===== config.mk =====
export PLATFORM = sky130hd
export DESIGN_NAME = packed_vertex_half_to_float
export DESIGN_NICKNAME = d
export VERILOG_FILES = /design/src/hw/rtl/pvh_pkg.sv /design/src/hw/rtl/packed_vertex_half_to_float.sv /design/src/hw/rtl/pvh_lane.sv /design/src/hw/rtl/pvh_ctrl.sv
export VERILOG_INCLUDE_DIRS = /design/src /design/src/hw/rtl
export SDC_FILE = /design/constraint.sdc
export NUM_CORES = 1
export LEC_CHECK = 0
export BUFFER_PORTS_ARGS = -buffer_cell sky130_fd_sc_hd__buf_2
export CELL_PAD_IN_SITES_DETAIL_PLACEMENT = 0
export CELL_PAD_IN_SITES_GLOBAL_PLACEMENT = 1
export CORE_ASPECT_RATIO = 0.8
export CORE_MARGIN = 1.5
export CORE_UTILIZATION = 42
export DETAILED_ROUTE_END_ITERATION = 12
export HOLD_SLACK_MARGIN = 0.15
export PLACE_DENSITY = 0.77
export SKIP_LAST_GASP = 1
export SLEW_MARGIN = 10
export SYNTH_ARGS = -nofsm -noshare
export SYNTH_HDL_FRONTEND = slang
export SYNTH_SLANG_ARGS = --single-unit

===== constraint.sdc =====
create_clock -name clk -period 4.3 [get_ports clk]
set_input_delay 0.43 -clock clk [delete_from_list [all_inputs] [get_ports clk]]
set_output_delay 0.43 -clock clk [all_outputs]
set_load 0.01 [all_outputs]

===== src/hw/rtl/packed_vertex_half_to_float_assert.svh =====
// assertion macros for the half to float vertex converter
`ifndef PACKED_VERTEX_HALF_TO_FLOAT_ASSERT_SVH
`define PACKED_VERTEX_HALF_TO_FLOAT_ASSERT_SVH
`ifndef SYNTHESIS
`define PVH_ASSERT_IMP(label, clk, rst, a, c) \
  label: assert property (@(posedge clk) disable iff (rst) (a) |-> (c)) \
    else $error("assertion failed");
`define PVH_ASSERT_NXT(label, clk, rst, a, c) \
  label: assert property (@(posedge clk) disable iff (rst) (a) |=> (c)) \
    else $error("assertion failed");
`else
`define PVH_ASSERT_IMP(label, clk, rst, a, c)
`define PVH_ASSERT_NXT(label, clk, rst, a, c)
`endif
`endif


===== src/hw/rtl/pvh_pkg.sv =====
// shared types and constants for the half to float vertex converter
`default_nettype none
package pvh_pkg;
  localparam int NumVals = 5;
  localparam logic [7:0] SingleExpMax = 8'd255;
  localparam logic [7:0] ExpRebias = 8'd112;

  // stage 1 decode of one half value
  typedef struct packed {
    logic       sign;
    logic [4:0] exp;
    logic [9:0] man;
    logic       is_zero;
    logic       is_sub;
    logic       is_max;
    logic [3:0] lz;
  } pvh_dec_t;

  // stage 2 partial result
  typedef struct packed {
    logic       sign;
    logic [7:0] exp;
    logic [9:0] man;
    logic       is_sub;
    logic [3:0] shift;
  } pvh_mid_t;
endpackage
`default_nettype wire


===== src/hw/rtl/packed_vertex_half_to_float.sv =====
// top level: packed vertex binary16 to binary32 converter
// an accepted input passes through the dec, mid and f stage registers before output valid
// throughput: one transaction per cycle when out_stall is low, set by the three-stage lane pipeline
// stall from the output backs up through all three stages with no loss
// synchronous active-high reset clears the stage valid bits only
`default_nettype none
module packed_vertex_half_to_float import pvh_pkg::*; (
  input  wire logic        clk,
  input  wire logic        rst,
  input  wire logic        in_valid,
  output logic             in_stall,
  input  wire logic [15:0] x_half,
  input  wire logic [15:0] y_half,
  input  wire logic [15:0] z_half,
  input  wire logic [15:0] u_half,
  input  wire logic [15:0] v_half,
  input  wire logic [31:0] color_in,
  output logic             out_valid,
  input  wire logic        out_stall,
  output logic      [31:0] x_single,
  output logic      [31:0] y_single,
  output logic      [31:0] z_single,
  output logic      [31:0] u_single,
  output logic      [31:0] v_single,
  output logic      [31:0] color_out
);
  logic [2:0] en;
  logic [15:0] h [NumVals];
  logic [31:0] f [NumVals];
  logic [31:0] c0, c1;

  assign h[0] = x_half;
  assign h[1] = y_half;
  assign h[2] = z_half;
  assign h[3] = u_half;
  assign h[4] = v_half;
  assign x_single = f[0];
  assign y_single = f[1];
  assign z_single = f[2];
  assign u_single = f[3];
  assign v_single = f[4];

  pvh_ctrl u_ctrl (
    .clk(clk), .rst(rst), .in_valid(in_valid), .in_stall(in_stall),
    .out_valid(out_valid), .out_stall(out_stall), .en(en)
  );

  for (genvar g = 0; g < NumVals; g++) begin : g_lane
    pvh_lane u_lane (.clk(clk), .en(en), .h(h[g]), .f(f[g]));
  end

  always_ff @(posedge clk) begin
    if (en[0]) c0 <= color_in;
    if (en[1]) c1 <= c0;
    if (en[2]) color_out <= c1;
  end
endmodule
`default_nettype wire


===== src/hw/rtl/pvh_lane.sv =====
// three-stage binary16 to binary32 conversion lane
`default_nettype none
module pvh_lane import pvh_pkg::*; (
  input  wire logic        clk,
  input  wire logic [2:0]  en,
  input  wire logic [15:0] h,
  output logic      [31:0] f
);
  pvh_dec_t dec, dec_next;
  pvh_mid_t mid, mid_next;
  logic [31:0] f_next;
  logic [9:0] sh;

  always_comb begin
    dec_next.sign = h[15];
    dec_next.exp = h[14:10];
    dec_next.man = h[9:0];
    dec_next.is_zero = (h[14:0] == 15'd0);
    dec_next.is_sub = (h[14:10] == 5'd0) && (h[9:0] != 10'd0);
    dec_next.is_max = (h[14:10] == 5'h1f);
    dec_next.lz = 4'd0;
    for (int i = 0; i < 10; i++) begin
      if (h[i]) dec_next.lz = 4'(10 - i);
    end
  end

  always_comb begin
    mid_next.sign = dec.sign;
    mid_next.man = dec.man;
    mid_next.is_sub = dec.is_sub;
    mid_next.shift = dec.lz;
    if (dec.is_zero) mid_next.exp = 8'd0;
    else if (dec.is_sub) mid_next.exp = ExpRebias + 8'd1 - {4'd0, dec.lz};
    else if (dec.is_max) mid_next.exp = SingleExpMax;
    else mid_next.exp = {3'd0, dec.exp} + ExpRebias;
  end

  always_comb begin
    sh = mid.is_sub ? (mid.man << mid.shift) : mid.man;
    f_next = {mid.sign, mid.exp, sh, 13'd0};
  end

  always_ff @(posedge clk) begin
    if (en[0]) dec <= dec_next;
    if (en[1]) mid <= mid_next;
    if (en[2]) f <= f_next;
  end
endmodule
`default_nettype wire


===== src/hw/rtl/pvh_ctrl.sv =====
// valid and stall control for the three-stage pipeline
`default_nettype none
module pvh_ctrl import pvh_pkg::*; (
  input  wire logic       clk,
  input  wire logic       rst,
  input  wire logic       in_valid,
  output logic            in_stall,
  output logic            out_valid,
  input  wire logic       out_stall,
  output logic      [2:0] en
);
`include "packed_vertex_half_to_float_assert.svh"
  logic [2:0] vld;
  logic [2:0] vld_next;

  always_comb begin
    en[2] = !vld[2] || !out_stall;
    en[1] = !vld[1] || en[2];
    en[0] = !vld[0] || en[1];
    in_stall = !en[0];
    out_valid = vld[2];
    vld_next[2] = en[2] ? vld[1] : vld[2];
    vld_next[1] = en[1] ? vld[0] : vld[1];
    vld_next[0] = en[0] ? in_valid : vld[0];
  end

  always_ff @(posedge clk) begin
    if (rst) begin
      vld <= 3'd0;
    end else begin
      vld <= vld_next;
    end
  end

  `PVH_ASSERT_NXT(a_hold, clk, rst, out_valid && out_stall, out_valid)
  `PVH_ASSERT_NXT(a_move, clk, rst, vld[1] && !out_stall, out_valid)
  `PVH_ASSERT_IMP(a_stall, clk, rst, in_stall, vld == 3'b111 && out_stall)
endmodule
`default_nettype wire

## Word level (Yosys, flattened, before mapping)

Cells that the tools add are included.

- $add $sub $neg: 10
- Equal/unequal tests: 5
- Shift-type cells: 5
- Muxes and demuxes: 60
- Reductions and logical operators: 38

Operators with widths:

| kind | count |
|---|---|
| $mux 8 | 10 |
| $logic_not 15->1 | 5 |
| $mux 3 | 20 |
| $mux 4 | 15 |
| $mux 10 | 5 |
| $reduce_bool 10->1 | 5 |
| $shl 10x4->10 | 5 |
| $add 5x7->8 const B | 5 |
| $sub 7x4->8 const A | 5 |
| $reduce_or 7->1 | 5 |
| $eq 5x5->1 const B | 5 |
| $logic_not 5->1 | 5 |
| $mux 2 | 10 |
| $reduce_or 3->1 | 5 |
| $logic_and 1x1->1 | 5 |
| $logic_not 1->1 | 5 |
| $logic_or 1x1->1 | 3 |

- Register bits after elaboration: 429
- Input bits: 116
- Output and inout bits: 194
- Word-level logic and storage cells: 199

## Longest topological paths before layout

Gate-level depths: netlist of the first run.

- Depth in word-level cells: 9
- Depth in mapped cells: 6
- Gate-level depth less buffers: 5

## By module

A second synthesis of the first run with hierarchy kept.

- Cells, all modules: 1,074
- Area, all modules: 16,748.6 sq um

Modules (own cells, without submodules):

| module | instances | cells each | area an instance (sq um) |
|---|---|---|---|
| pvh_lane | 5 | 193 | 2,750.1 |
| packed_vertex_half_to_float | 1 | 96 | 2,882.8 |
| pvh_ctrl | 1 | 13 | 115.1 |

## Worst setup path after synthesis of the first run

OpenSTA, ideal clock, no wires.

- Path type: in2out
- Start point: input port out_stall
- End point: output port in_stall
- Arrival time: 4.176 ns
- Required time: 3.870 ns
- Path slack: -0.306 ns
- Stages: 3
- Buffers on the path: 0
- Path through: and3_1 nand2_1 inv_1

- Cells in the longest elaborated chain, start to end: 5

RTL lines:

| item | line | text |
|---|---|---|
| from (decl) | packed_vertex_half_to_float.sv:19 | `input wire logic out_stall,` |
| $logic_not 1->1 | pvh_ctrl.sv:17 | `en[2] = !vld[2] \|\| !out_stall;` |
| $logic_or 1x1->1 | pvh_ctrl.sv:17 |  |
| $logic_or 1x1->1 | pvh_ctrl.sv:18 | `en[1] = !vld[1] \|\| en[2];` |
| $logic_or 1x1->1 | pvh_ctrl.sv:19 | `en[0] = !vld[0] \|\| en[1];` |
| $logic_not 1->1 | pvh_ctrl.sv:20 | `in_stall = !en[0];` |
| to (decl) | packed_vertex_half_to_float.sv:11 | `output logic in_stall,` |

Every way passes these cells.

## Final worst setup path of the first run

Ends and elaborated chain as after synthesis.

==> results of run 1 <==
[worst max-delay path: cells and delay by family]
kind                   cells  cell delay [ps]
buffers and inverters      4              990
and+or+nand+nor            2              820
[layout make-up]
cell class | count | area (um^2) | area share, %
clock buffer | 49 | 1080 | 5.21
clock inverter | 28 | 328 | 1.59
inverter | 57 | 219 | 1.06
multi-input combinational | 508 | 3410 | 16.5
sequential | 419 | 12600 | 60.7
tap | 528 | 661 | 3.20
timing repair buffer | 362 | 2420 | 11.7
[kinds of logic after synthesis]
group,count (synthesis)
muxes,79
buffers and inverters,154
adders and majority gates,5
DFF,419
xor gates and xnor gates,5
other,1
and+or+nand+nor,214
AOI/OAI and AO/OA,140
[synthesized netlist by cell type (all sizes together) (9+ instances only)]
| library cell | n |
|---|---|
| nor2 | 75 |
| a211oi | 20 |
| nand2b | 9 |
| mux2 | 11 |
| nor3 | 45 |
| o21ai | 33 |
| a21oi | 21 |
| buf | 84 |
| inv | 57 |
| nor2b | 10 |
| o22ai | 21 |
| edfxtp | 416 |
| mux4 | 19 |
| nand3 | 16 |
| nand2 | 22 |
| mux2i | 49 |
| clkbuf | 13 |
[layer usage]
layer  track usage [%]  vias to the layer above  share of wire, %
met1              20.8                     4648                44
li1                  -                     4527                 -
met5                 0                        -                 0
met2              24.7                      300                48
met4              5.66                        0               2.9
met3              3.46                       71               5.6
[cells in the final DEF (no fill, tap or decap), types with 6 or more instances in the layout]
cell / Yosys / layout
nor3b_1: 6 / 6
clkinv_1: 0 / 6
dlygate4sd3_1: 0 / 115
mux2i_1: 49 / 49
mux2_2: 11 / 11
nor2_1: 75 / 75
buf_2: 7 / 244
o22ai_1: 19 / 19
mux4_2: 17 / 17
edfxtp_1: 416 / 416
clkinv_2: 0 / 6
clkbuf_1: 13 / 7
a211oi_1: 20 / 20
nor4_1: 7 / 7
nor2b_1: 10 / 10
o21ai_0: 30 / 30
a31oi_1: 7 / 7
or3_1: 6 / 6
a21oi_1: 21 / 21
clkbuf_16: 0 / 42
nand3_1: 16 / 16
inv_1: 56 / 55
nor3_1: 45 / 45
conb_1: 1 / 65
nand2b_1: 9 / 9
and2_1: 6 / 6
nand2_1: 22 / 20
[stage by stage]
stage	utilization, %	power [mW]
2_1_floorplan	-	5.28
3_3_place_gp	46.9	5.47
3_5_place_dp	46.9	5.49
4_1_cts	53.6	9.27
5_1_grt	53.6	9.52
6_report	53.6	9.16
[flip-flops by register name, summed over array words and instances, names as in the netlist]
signal / flops
g_lane.u_lane.f: 90
color_out: 32
c0: 32
c1: 32
g_lane.u_lane.f_next: 40
u_ctrl.vld: 3
g_lane.u_lane.dec: 115
g_lane.u_lane.mid: 75
[where the power goes]
group	internal, mW	switching [mW]
clock	2.13	1.54
sequential	4.74	0.139
combinational	0.309	0.300
[path summary, 6_finish.rpt]
kind / end / start / depth (start not counted)
max: in_stall / out_stall / 6
min: c1[21]$_DFFE_PP_ / c0[21]$_DFFE_PN_ / 0
min reg2reg: c1[21]$_DFFE_PP_ / c0[21]$_DFFE_PN_ / 0
max reg2reg: c0[13]$_DFFE_PN_ / u_ctrl.vld[2]$_SDFFE_PP0P_ / 3
[what timing repair did]
item                                   4_1_cts  5_1_grt
endpoints found under the hold margin      115        0
hold buffers                               115        0
setup buffers                                0        0
==> flow_summary.toml, run 1 <==
[placement]
dpl_cell_area_um2 = 18100
placed_cells = 1759
gp_congestion = 0.856
place_ws_ps = 1770
dp_hpwl_um = 21400
io_buffers = 244

[critical_path]
required_ps = 3870
criticalPathCategory = "input pin to output port"
cp_slowest_cell = "dlygate4sd3_1"
rrSetupSlack_ps = 1980
crit_arrival_ps = 2260
startpoint_type = "input pin"
crit_chain = "dlygate4sd3_1, buf_2, and3_1, nand2_8, inv_1, buf_2"
cp-end-kind = "output port"
crit_top_cell = "buf_2"
slowest_delay_ps = 520
path_max_fanout = 96

[clock_network]
clk_pin_slew_ps = 70
numCtsBuffers = 42
clkSinkCount = 419
cts-root-buf = "clkbuf_16"
ctsResizeCount = 0
cts_tree = "yes"
cts_max_level = 2
clkLatencyLatePin_ps = 560
cts_buffer_depth = 3

[logic_synthesis]
synth-edff-count = 416
synth-xor-area-share_pct = 0.264
postSynth.asyncResetShare_pct = 0
synth_top_area_share_pct = 75.2
ys_warn_count = 0
synth_top_family_by_area = "multiplexers"
syn_avg_cell_area_um2 = 16.3
yosys.area_share.simple_pct = 6.31
yosys.area.top_type = "edfxtp_1"
synthCells = 1017
synthMuxAreaShare_pct = 6.32
ys_types = 54
synth_compound_area_share_pct = 5.67
synthTopCellsByArea = "edfxtp_1, buf_4, mux2i_1, mux4_2, nor2_1"
ys_seq_area_share_pct = 75.6
synth_area_um2 = 16600
synth_seq_cells = 419
synth_fa_ha_area_share_pct = 0.377
ys.flop_type = "edfxtp_1"

[sta]
fmax_mhz = 372
timing.final.hold_violations = 0
finalCritPeriodShare_pct = 62.5
rsz0062_at_grt = "no"
hold_slack_ps = 406
finClkSkew_ps = 16.6
worst_pin_slew_ps = 874
max_slew_margin_pct = 41.7
drv_slew = 0
setup_viol = 0
setup_ws_ps = 1610
fin_tns_setup_ps = 0
fin_crit_ps = 2690

[finish]
fillCellCount = 3157
antenna_cells = 0
areaGrowthSynthToFinish_pct = 24.5
finalInstanceArea_um2 = 20700
drive_above_1_share_pct = 24.7
nNetsFinal = 1511
stdcell_count = 1951

[die]
io_pins = 310
die-area_um2 = 40700
core_area_um2 = 38600
dieHeight_um = 181
die_w_um = 225
start_util_pct = 43.0
num_rows = 64

[route]
viasPerCell = 4.89
drtIter0Drc = 535
vias = 9546
first_pass_iters = 4
wire_per_inst_um = 16.4
drt-total-wl_um = 32100
drc = 0
ant_nets = 0

[pwr]
p_leak_nw = 8.24
p_per_area_nw_per_um2 = 443
vdd_drop_max_mv = 0.291

[global_routing]
grt-ovfl-total = 0
grt_pass1_wl_um = 49600
grt_pass1_vias = 9135
antenna_found_initial = 0
grt_usage_pct = 15.5
grt_max_degree = 97

[min_path]
hold_path.class = "flop to flop"

[status]
status = "completed"

[job]
cap_violations = 0
(Power assumes the default switching activity.)
==> run 2: changes to the inputs <==
- ABC_AREA: not set -> 1
- CORE_UTILIZATION: 42 -> 45
- PLACE_DENSITY: 0.77 -> 0.81
- clock period: 4.3 -> 2.8 ns (I/O delays scaled with it)
==> flow_summary.toml, run 2 <==
[status]
status = "completed"

[sta]
worst_pin_slew_ps = 819
timing.final.hold_violations = 0
drv_slew = 0
fmax_mhz = 514
fin_tns_setup_ps = 0
rsz0062_at_grt = "no"
setup_ws_ps = 853
finalCritPeriodShare_pct = 69.5
max_slew_margin_pct = 45.4
fin_crit_ps = 1950
finClkSkew_ps = 8.92
setup_viol = 0
hold_slack_ps = 341

[job]
cap_violations = 0

[critical_path]
startpoint_type = "flop"
crit_buf_inv = 2
criticalPathCategory = "flop to output port"
required_ps = 2520
crit_arrival_ps = 1670
slowest_delay_ps = 370
cp-end-kind = "output port"
path_max_fanout = 3
crit_chain = "nand2_8, nor2_4, clkinvlp_4, nor2_1, buf_2"
crit_family = "simple AND/OR/NAND/NOR gates"
cp_slowest_cell = "dfxtp_4"

[pwr]
vdd_drop_max_mv = 0.484
p_leak_nw = 8.50
p_per_area_nw_per_um2 = 678
finalPower_mw = 14.0

[logic_synthesis]
synth_area_um2 = 16700
synthTopCellsByArea = "edfxtp_1, nand3_1, nand2_1, buf_4, inv_1"
synth_seq_cells = 419
yosys.area.top_type = "edfxtp_1"
syn_avg_cell_area_um2 = 13.5
synth-edff-count = 416
synthCells = 1234
ys_seq_area_share_pct = 75.3
synth_common_cells = "edfxtp_1, nand2_1, nand3_1"
yosysMostFrequentCell = "edfxtp_1"
ys.flop_type = "edfxtp_1"
postSynth.asyncResetShare_pct = 0
ys_types = 38
ys_warn_count = 0
synth_top_area_share_pct = 74.9

[die]
io_pins = 310
core_area_um2 = 36200
start_util_pct = 46.0
die-area_um2 = 38200
num_rows = 62
die_w_um = 218
dieHeight_um = 175

[clock_network]
cts-root-buf = "clkbuf_16"
cts_buffer_depth = 3
numCtsBuffers = 43
cts_max_level = 2
clkSinkCount = 419
clkLatencyLatePin_ps = 540
ctsResizeCount = 0
clk_pin_slew_ps = 60
holdBufCountCts = 114
cts_tree = "yes"
cts_setup_buffers = 0

[placement]
place_ws_ps = 899
gp_congestion = 0.886
dp_hpwl_um = 22400
io_buffers = 244
placed_cells = 1932
dpl_cell_area_um2 = 18100

[finish]
areaGrowthSynthToFinish_pct = 23.7
fin_util_pct = 57.0
reg_top3 = "g_lane.u_lane.dec (115), g_lane.u_lane.f (90), g_lane.u_lane.mid (75)"
drive_above_1_share_pct = 20.9
top_register = "g_lane.u_lane.dec"
largest_reg_flops = 115
stdcell_count = 2124
final_common_cell = "edfxtp_1"
nNetsFinal = 1732
final_cell_mix = "edfxtp_1, buf_2, nand2_1"
finalInstanceArea_um2 = 20600

[route]
wire_per_inst_um = 15.7
first_pass_iters = 5
drtIter0Drc = 644
viasPerCell = 4.89
drt-total-wl_um = 33200
drc = 0
ant_nets = 0
vias = 10389

[global_routing]
grt_usage_pct = 17.2
grt-ovfl-total = 0
grt_pass1_wl_um = 51300
antenna_found_initial = 1
grt_pass1_vias = 9884
grt_max_degree = 149

[min_path]
hold_path.class = "input pin to flop"
run 2: changes by cell type after synthesis, sizes merged, moves of 16 or more:
cell / change
nand2: +180
mux2i: -49
o22ai: -16
mux4: -19
nand3: +153
inv: +49
run 2: area by class of cell:
cell class / instances / area [um^2]
multi-input cells: 679 / 3270
clock buffers: 52 / 1110
clock inverters: 25 / 265
diodes: 1 / 2.50
fillers: 2884 / 15600
flip-flops and latches: 419 / 12600
well taps: 480 / 601
inverters: 107 / 409
repair buffers: 361 / 2420
run 2: cell families (layout without fill, tap and decap cells):
group,after synthesis,after routing,share of synthesized area (%)
simple gates,487,487,12.9
flops,419,419,75.3
buf+inv,200,545,6.71
compound gates,122,122,4.68
fa+ha+maj,5,5,0.375
other cells,1,66,0.0225
run 2: path summary, 6_finish.rpt:
path / start / to / slack (ps) / cells after the start
setup / recovery: u_ctrl.vld[2]$_SDFFE_PP0P_ / in_stall / 850 / 5
hold / removal: out_stall / u_ctrl.vld[0]$_SDFFE_PP0N_ / 340 / 7
setup reg to reg: u_ctrl.vld[2]$_SDFFE_PP0P_ / g_lane[1].u_lane.dec[9]$_DFFE_PN_ / 920 / 6
hold reg to reg: c1[5]$_DFFE_PP_ / color_out[5]$_DFFE_PP_ / 410 / 0
run 2: report_power, final:
group	switching, mW	internal (mW)
sequential	0.191	7.29
clock	2.26	3.30
combinational	0.549	0.413
total	3.00	11.0
run 2: worst register-to-register path, stage by stage, from the launching register on:
cell        delay [ps]
dfxtp_4            370
nand2_8             60
nor2_4             120
clkinvlp_4         110
nor2_1             270
clkinvlp_4         170
buf_12             290
run 2: layer usage:
| layer | share of wire, % | vias up | track usage [%] |
|---|---|---|---|
| met5 | 0 | - | 0 |
| met2 | 47 | 338 | 27.5 |
| met1 | 45 | 4916 | 23.9 |
| met4 | 1.9 | 0 | 4.77 |
| li1 | - | 5083 | - |
| met3 | 6.1 | 52 | 3.50 |
==> run 3: changes to the inputs <==
- clock period: 2.8 -> 1.85 ns (I/O delays scaled with it)
==> flow_summary.toml, run 3 (synthesized netlist as in run 2, its figures left out) <==
[route]
vias = 10466
first_pass_iters = 5
drt-total-wl_um = 33600
wl_met1_um = 14900
drtIter0Drc = 771
wl_met3_um = 2150
dr_wl_met2_um = 15800
drc = 0
wire_per_inst_um = 15.7
maxUsedRoutingLayer = "met4"
ant_nets = 0
viasPerCell = 4.90

[die]
num_rows = 62
die_w_um = 218
core_area_um2 = 36200
die-area_um2 = 38200
io_pins = 310
start_util_pct = 46.0
dieHeight_um = 175

[finish]
drive_above_1_share_pct = 21.6
final_common_cell = "edfxtp_1"
fillCellCount = 2918
final_cell_mix = "edfxtp_1, buf_2, nand2_1"
largest_reg_flops = 115
multi_input_area_um2 = 3270
ff_latch_area_um2 = 12600
top_register = "g_lane.u_lane.dec"
nNetsFinal = 1743
stdcell_count = 2137
areaGrowthSynthToFinish_pct = 24.5
reg_top3 = "g_lane.u_lane.dec (115), g_lane.u_lane.f (90), g_lane.u_lane.mid (75)"

[sta]
fin_crit_ps = 1760
finalCritPeriodShare_pct = 95.2
fin_tns_setup_ps = 0
timing.final.hold_violations = 0
max_slew_margin_pct = 44.7
setup_viol = 0
fmax_mhz = 568
worst_pin_slew_ps = 830
drv_slew = 0
rsz0062_at_grt = "no"
finClkSkew_ps = 15.6

[placement]
placed_cells = 1944
dp_hpwl_um = 23000
gp_congestion = 0.923
io_buffers = 244

[critical_path]
path_max_fanout = 148
rrSetupSlack_ps = 90
crit_chain = "nand2_8, nor2_4, clkinvlp_4, buf_4, buf_12"
r2r-start = "u_ctrl.vld[2]$_SDFFE_PP0P_"
startpoint_type = "flop"
required_ps = 2000
critPathLaunch = "u_ctrl.vld[2]$_SDFFE_PP0P_"
crit_arrival_ps = 1920
criticalPathCategory = "flop to flop"
cp-end-kind = "flop"
slowest_delay_ps = 540
cp_slowest_cell = "buf_12"

[clock_network]
clkLatencyLatePin_ps = 540
cts_buffer_depth = 3
clkSinkCount = 419
clk_pin_slew_ps = 60
cts-root-buf = "clkbuf_16"
cts_max_level = 2
cts_tree = "yes"
numCtsBuffers = 41

[pwr]
p_per_area_nw_per_um2 = 1020
p_leak_nw = 8.57
vdd_drop_max_mv = 0.642

[global_routing]
grt_max_degree = 149
antenna_found_initial = 3
grt_pass1_wl_um = 52000
grt_usage_pct = 17.5
grt_pass1_vias = 9990
grt-ovfl-total = 0

[min_path]
hold_start = "out_stall"
hold_path.class = "input pin to flop"

[job]
cap_violations = 0

[status]
status = "completed"
## run 3: changes by cell type in the layout (fill, tap and decap cells not counted), sizes merged
cell / delta
buf: +13
bufinv: +1
clkbuf: -3
clkinv: +3
clkinvlp: -1
diode: +2
inv: -2
## run 3: cell type report
class | count | area share, %
Antenna cell | 3 | 0.0362
Clock buffer | 49 | 5.29
Clock inverter | 26 | 1.36
Inverter | 107 | 1.97
Multi-Input combinational cell | 679 | 15.8
Sequential cell | 419 | 60.5
Tap cell | 480 | 2.89
Timing Repair Buffer | 374 | 12.2
## run 3: repair_timing
action                                 in CTS  in global routing
setup buffers                               0                  1
setup endpoints to repair                   1                  1
resized for setup                           2                  0
endpoints found under the hold margin     150                  0
hold buffers                              114                  0
pin swaps                                   1                  0
## run 3: worst max-delay path: cells and delay by family, from the launching register on
| kind | cells | cell delay [ps] |
|---|---|---|
| buf+inv | 3 | 740 |
| flops | 1 | 360 |
| simple gates | 2 | 110 |
## run 3: report_power, final
group          switching [mW]  total (mW)  internal, mW
clock network            3.36        8.44          5.08
registers               0.263        11.3          11.0
logic                   0.866        1.51         0.644
total                    4.49        21.2          16.8
## run 3: final timing paths
check / end / depth (start not counted)
worst min register to register: g_lane[2].u_lane.f[29]$_DFFE_PP_ / 0
worst max register to register: c1[8]$_DFFE_PP_ / 5
worst min-delay path: u_ctrl.vld[0]$_SDFFE_PP0N_ / 8
worst max-delay path: c1[8]$_DFFE_PP_ / 5
## run 3: metal layers
layer | global-route usage [%] | up-vias
met3 | 3.57 | 59
met4 | 6.01 | 0
met1 | 24.5 | 4957
met2 | 27.3 | 345
li1 | - | 5105
met5 | 0 | -
## run 3: through the flow
stage	hold slack (ps)	worst slack, ps	util [%]	instance area (um^2)	total power, mW
global placement	364	140	50.3	18200	12.8
global route	339	0.0842	57.3	20800	22.1
floorplan	244	-4640	-	16900	12.3
CTS	317	6.70	57.3	20700	21.5
detailed placement	363	91.7	50.3	18200	12.8
finish	340	89.4	57.3	20800	21.2
